### src/hdl/shbf_pkg.sv
// shared widths, command codes and hash constants of the single-hash bloom filter
package shbf_pkg;

  localparam int unsigned HASH_W    = 32;
  localparam int unsigned CMD_W     = 2;
  localparam int unsigned BYTE_W    = 8;
  localparam int unsigned FB_W      = 13;
  localparam int unsigned IDX_W     = FB_W + 3;
  localparam int unsigned IN_DATA_W = 40;
  localparam int unsigned OUT_DATA_W = 72;

  localparam int unsigned MAX_FILTER_BYTES_DEF = 4096;
  localparam logic [FB_W-1:0] FB_RESET = 13'd4096;

  localparam logic [HASH_W-1:0] FNV_BASIS = 32'h811c9dc5;
  localparam logic [HASH_W-1:0] FNV_PRIME = 32'h01000193;

  localparam logic [CMD_W-1:0] CMD_INS_STR   = 2'd0;
  localparam logic [CMD_W-1:0] CMD_SRCH_STR  = 2'd1;
  localparam logic [CMD_W-1:0] CMD_INS_HASH  = 2'd2;
  localparam logic [CMD_W-1:0] CMD_SRCH_HASH = 2'd3;

endpackage

### src/hdl/shbf_rem.sv
// iterative remainder unit: one quotient bit per cycle, restoring
module shbf_rem (
  input  logic                       clk,
  input  logic                       rst_n,
  input  logic                       start,
  input  logic [shbf_pkg::HASH_W-1:0] dividend,
  input  logic [shbf_pkg::IDX_W-1:0]  divisor,
  output logic                       done,
  output logic [shbf_pkg::IDX_W-1:0]  remainder
);
  import shbf_pkg::*;

  localparam int unsigned CNT_W = $clog2(HASH_W);

  logic [HASH_W-1:0] dvd_r;
  logic [IDX_W-1:0]  dsr_r;
  logic [IDX_W-1:0]  rem_r;
  logic [CNT_W-1:0]  cnt_r;
  logic              run_r;
  logic              done_r;
  logic [IDX_W:0]    trial;
  logic [IDX_W+1:0]  diff;

  assign trial = {rem_r, dvd_r[HASH_W-1]};
  assign diff  = {1'b0, trial} - {2'b00, dsr_r};

  always_ff @(posedge clk) begin
    if (!rst_n) begin
      run_r  <= 1'b0;
      done_r <= 1'b0;
      cnt_r  <= '0;
    end else begin
      done_r <= 1'b0;
      if (start) begin
        dvd_r <= dividend;
        dsr_r <= divisor;
        rem_r <= '0;
        cnt_r <= '0;
        run_r <= 1'b1;
      end else if (run_r) begin
        dvd_r <= {dvd_r[HASH_W-2:0], 1'b0};
        // borrow means the trial stays below the divisor
        rem_r <= diff[IDX_W+1] ? trial[IDX_W-1:0] : diff[IDX_W-1:0];
        cnt_r <= cnt_r + 1'b1;
        if (cnt_r == CNT_W'(HASH_W - 1)) begin
          run_r  <= 1'b0;
          done_r <= 1'b1;
        end
      end
    end
  end

  assign done      = done_r;
  assign remainder = rem_r;

endmodule

### config.mk
export PLATFORM = sky130hd
export DESIGN_NAME = shbf_rem
export DESIGN_NICKNAME = d
export VERILOG_FILES = /design/src/hdl/shbf_pkg.sv /design/src/hdl/shbf_rem.sv
export SDC_FILE = /design/constraint.sdc
export NUM_CORES = 1
export LEC_CHECK = 0
export ABC_CLOCK_PERIOD_IN_PS = 4200
export BUFFER_PORTS_ARGS = -buffer_cell sky130_fd_sc_hd__clkbuf_2
export CAP_MARGIN = 5
export CORE_UTILIZATION = 42
export CTS_CLUSTER_SIZE = 20
export DETAILED_ROUTE_END_ITERATION = 8
export HOLD_SLACK_MARGIN = 0.12
export PLACE_DENSITY = 0.68
export SETUP_SLACK_MARGIN = 0.1
export SYNTH_ARGS = -nofsm -noshare
export SYNTH_HDL_FRONTEND = slang
export SYNTH_SLANG_ARGS = --single-unit
export TNS_END_PERCENT = 5
### constraint.sdc
create_clock -name clk -period 4.2 [get_ports clk]
set_input_delay 0.42 -clock clk [delete_from_list [all_inputs] [get_ports clk]]
set_output_delay 0.42 -clock clk [all_outputs]
set_load 0.05 [all_outputs]
* After elaboration in Yosys (flattened, before gate mapping) *
Cells that the tools add are included.

word-level totals
  logic and storage cells = 24
  input bits = 51
  bits in registers = 71
  output and inout bits = 17

operators by class
  reduce and logical (&&, ||, !) cells = 5
  add/sub/neg operators = 2
  bitwise operators = 2
  equality and inequality tests = 1
  mux-type cells = 8

operator list
  operator                                                       number
  32-bit two-way mux                                             2
  16-bit two-way mux                                             2
  17-bit by 16-bit subtractor with 18-bit output                 1
  5-bit by 1-bit adder with 5-bit output, second input constant  1
  5-bit equality test, second input constant                     1
  1-bit two-way mux                                              4
  2-bit AND reduction                                            2
  3-bit OR reduction                                             1
  1-bit NOT                                                      2
  2-bit nonzero test                                             1
  2-bit OR reduction                                             1

* Longest topological paths before layout *
  depth in word-level cells = 4
  mapped depth = 10
  mapped depth without buffers = 9

* Least setup slack after synthesis *
No wires, ideal clock.

  kind = register to register
  start point = register rem_r[3], in the netlist remainder[3]
  end point = register rem_r[8], in the netlist remainder[8] (data pin)
  data required time = 3.944 ns
  cell stages (with the launch flop) = 9
  setup slack = 1.603 ns
  arrival = 2.341 ns
  period minus slack after synthesis = 2.597 ns
  buffers on the path = 1
  library setup time = 0.256 ns
  cell sequence = edfxtp_1 -> ha_1 -> buf_6 -> a21o_4 -> a31oi_4 -> a21oi_4 -> o2111a_2 -> or3_1 -> o211a_1

on the way
  word-level cells in the longest chain between the ends = 3

ends and longest elaborated chain
  what                                            line            text
  from (decl)                                     shbf_rem.sv:17  logic [IDX_W-1:0] rem_r;
  from (signal assigned)                          shbf_rem.sv:43  rem_r <= diff[IDX_W+1] ? trial[IDX_W-1:0] : diff[IDX_W-1:0];
  17-bit by 16-bit subtractor with 18-bit output  shbf_rem.sv:25  assign diff = {1'b0, trial} - {2'b00, dsr_r};
  16-bit two-way mux                              shbf_rem.sv:43
  16-bit two-way mux                              shbf_rem.sv:40  end else if (run_r) begin

Every way passes these cells. The select of a mux whose other input is x is not followed.
A chain may end at the register's enable or synchronous reset.

* Final worst setup path *
Ends and elaborated chain as after synthesis.

==> metrics.md <==
| Metric | Value |
|---|---|
| WS Path Type | `reg2reg` |
| Max incr delay on CP | `460 ps` |
| Starting Density | `43.7%` |
| Tcrit/Tclk final | `61.2%` |
| R2R Path Start | `remainder[3]$_SDFFCE_PP0P_` |
| VDD IR max | `192 uV` |
| Synthesized area | `3830 sq um` |
| Worst EP arrival | `2680 ps` |
| Predominant post-synthesis flop cell | `edfxtp_1` |
| DRC | `0` |
| Worst-Margin Slew | `1220 ps` |
| Die X | `~97 microns` |
| Synth cell types | `58` |
| Cell depth of the worst setup path | `7` |
| Die Ht | `97.5 microns` |
| Clk_lat worst skew | `350 ps` |
| Crit-path max FO | `14` |
| DP Wirelength | `5340 microns` |
| Yosys warning total | `0` |
| Setup TNS | `0 ps` |
| MaxCap Viol Count | `0` |
| Slew Viols, Final | `0` |
| Max_slew headroom | `18.7%` |
| Hold Path Origin | `divisor[1]` |
| Clock-pin transition on the worst setup and hold timing paths | `80 ps` |
| Root Buffer | `clkbuf_8` |
| Vias in the first global route | `around 2700` |
| Area of the core | `8760 sq um` |
| Hold_buf cts | `0` |
| Fin. Hold Viols | `0` |
| Pwr per Cell Area | `411 nW/um^2` |
| R2r endpoint | `remainder[8]$_SDFFCE_PP0P_` |
| TritonRoute pass-1 iters | `4` |
| Async set-reset flop share out of synthesis | `0%` |
| CTS tree | `yes` |
| Seq/Total Area, Yosys | `53.9%` |
| Hold Crit Endpoint | `dsr_r[1]$_DFFE_PP_` |
| Worst path bufs/invs | `0` |
| Yosys reg bits | `71` |
| Period minus WS final | `2570 ps` |
| Io pins | `68` |
| Gpl congestion | `0.844` |
| Tot GR Track Use | `17.1%` |
| Achievable clock frequency | `389 MHz` |
| H-tree levels | `3` |
| Syn-to-layout area delta | `15.6%` |
| # resized after CTS | `0` |
| Gr ovfl total | `0` |
| Hold-critical path depth | `1` |
| Crit path cell chain | `ha_1, a21o_4, a31oi_4, a21oi_4, o2111a_2, or3_1, o211a_1` |
| First-pass GRT wire length | `~13000 microns` |
| N_diodes | `0` |
| Tot Pwr | `1.82 mW` |
| Worst Hold Class | `in2reg` |
| Worst path slowest cell | `ha_1` |
| Antenna violations before repair | `0` |
| Startpoint types | `register` |
| Setup violations, final | `0` |
| Nets | `around 450` |
| Layout cell share with drive strength beyond 1 | `about a third` |
| FF-to-FF setup slack | `1630 ps` |
| Leakage | `1.77 nW` |
| Largest net degree at the start of global routing | `50` |
| Vias per Instance | `5.44` |
| WP data required | `approximately 4300 ps` |
| Clk_skew | `8.97 ps` |
| Crit path max-delay family | `compound AO/OA/AOI/OAI gates` |
| Clk buf depth | `2` |
| # Post-CTS Setup Buffers | `0` |
| I/O Buffers | `67` |
| Synthesized area per cell | `about 12 sq um` |
| Mapped Cells | `roughly 310` |
| Cts bufs inserted | `9` |
| R2R depth | `7` |
| Routed via count | `between 2000 and 3000` |
| Syn nets | `382` |
| RSZ-0062 raised after global routing | `false` |
| Post-layout util | `50.5%` |
| Die Area | `9500 sq um` |
| Post-synth EDFFs | `64` |
| CP Capture Type | `register` |
| CTS Sinks | `71` |
| Row count | `34` |
| Total wire length | `7690 microns` |
| DRC marker count from the first detailed-route iteration | `134` |
| Wire per inst | `15.7 microns` |
| Status | `complete, no violations` |
| Routed Antenna Nets | `0` |
cells by family (layout without fill, tap and decap cells):
logic type | Yosys count | count (layout) | share of synthesized area [%]
xor+xnor | 11 | 11 | 2.52
compound gates | 70 | 70 | 14.0
flops | 71 | 71 | 53.9
fa+ha+maj | 19 | 19 | 6.41
mux | 33 | 33 | 9.64
simple gates | 72 | 72 | 9.58
buf+inv | 36 | 105 | 3.99
synth_stat cells (all sizes together) (2+ instances only):
| cell type | count | share of area (%) |
|---|---|---|
| a211oi | 3 | 0.59 |
| a21boi | 2 | 0.39 |
| a21oi | 17 | 2.5 |
| a31oi | 2 | 0.72 |
| and2 | 3 | 0.49 |
| and3 | 3 | 0.49 |
| buf | 7 | 1.1 |
| clkbuf | 8 | 0.78 |
| dfxtp | 7 | 3.7 |
| edfxtp | 64 | 50 |
| ha | 18 | 5.9 |
| inv | 21 | 2.1 |
| mux2 | 31 | 9.1 |
| mux2i | 2 | 0.52 |
| nand2 | 15 | 1.5 |
| nand2b | 2 | 0.33 |
| nand3 | 11 | 1.4 |
| nor2 | 15 | 1.5 |
| nor2b | 4 | 0.65 |
| nor3 | 10 | 1.4 |
| o2111a | 3 | 0.91 |
| o2111ai | 4 | 1.5 |
| o211a | 2 | 0.52 |
| o211ai | 3 | 0.59 |
| o21a | 5 | 0.98 |
| o21ai | 14 | 1.9 |
| o22ai | 4 | 0.65 |
| o311ai | 3 | 0.69 |
| o41ai | 2 | 0.46 |
| or3 | 4 | 0.69 |
| xnor2 | 5 | 1.1 |
| xor2 | 6 | 1.4 |
metal layers:
metal  part of all wire [%]  GRT usage [%]  vias to the layer above  wire, microns
met5                      0              0                        -              0
met4                    1.2           5.43                        0             92
met3                    7.0           6.98                        9            538
met2                     46           26.6                       78           3560
li1                       -              -                     1311              -
met1                     45           21.9                     1261           3500
how the worst max path moves through the flow:
stage	from	to	slack [ps]
6_report	remainder[3]$_SDFFCE_PP0P_	remainder[8]$_SDFFCE_PP0P_	1630
3_3_place_gp	remainder[3]$_SDFFCE_PP0P_	remainder[8]$_SDFFCE_PP0P_	1720
5_1_grt	remainder[3]$_SDFFCE_PP0P_	remainder[13]$_SDFFCE_PP0P_	1480
2_1_floorplan	remainder[3]$_SDFFCE_PP0P_	remainder[8]$_SDFFCE_PP0P_	1600
3_5_place_dp	remainder[3]$_SDFFCE_PP0P_	remainder[8]$_SDFFCE_PP0P_	1630
4_1_cts	remainder[3]$_SDFFCE_PP0P_	remainder[8]$_SDFFCE_PP0P_	1620
area by class of cell:
cell class	count	area (sq um)
Fill cell	780	4340
Clock buffer	11	151
Multi-Input combinational cell	205	1620
Tap cell	108	135
Clock inverter	5	41.3
Timing Repair Buffer	68	343
Inverter	21	78.8
Sequential cell	71	2060
sequential cells by signal, summed over array words and instances (netlist names):
name       flops
run_r          1
done           1
cnt_r          5
dvd_r         32
remainder     16
dsr_r         16
layout by cell type (no fill, tap or decap), types with 2 or more instances in the layout:
cell,count
nand2b_1,2
nand3_1,11
o311ai_1,2
nor2b_1,4
dfxtp_1,7
clkinv_4,2
edfxtp_1,64
nor3_1,9
ha_1,18
a21boi_0,2
xor2_1,6
a211oi_1,3
or3_1,3
clkinvlp_4,2
and3_1,3
mux2_2,31
o21a_1,4
o2111a_1,2
and2_1,3
inv_1,21
o211ai_1,3
xnor2_1,5
o21ai_0,7
o22ai_1,4
nand2_1,14
o21ai_1,6
nor2_1,15
clkbuf_8,11
o2111ai_1,2
a21oi_1,16
o41ai_1,2
mux2i_1,2
o211a_1,2
clkbuf_2,67
per-stage QoR:
stage	setup WS, ps	instance area, sq um	hold slack (ps)	std cells
after floorplan	1600	3830	467	312
after global placement	1720	4230	484	473
after detailed placement	1630	4230	502	473
after CTS	1620	4430	230	489
after global routing	1480	4430	213	489
final	1630	4430	243	489
report_power, final:
group | leakage (nW) | switching, mW | internal [mW]
combinational | 1.01 | 0.263 | 0.162
sequential | 0.669 | 0.0258 | 0.837
clock | 0.0922 | 0.280 | 0.251
No activity file was read; power rests on OpenSTA's default activity.
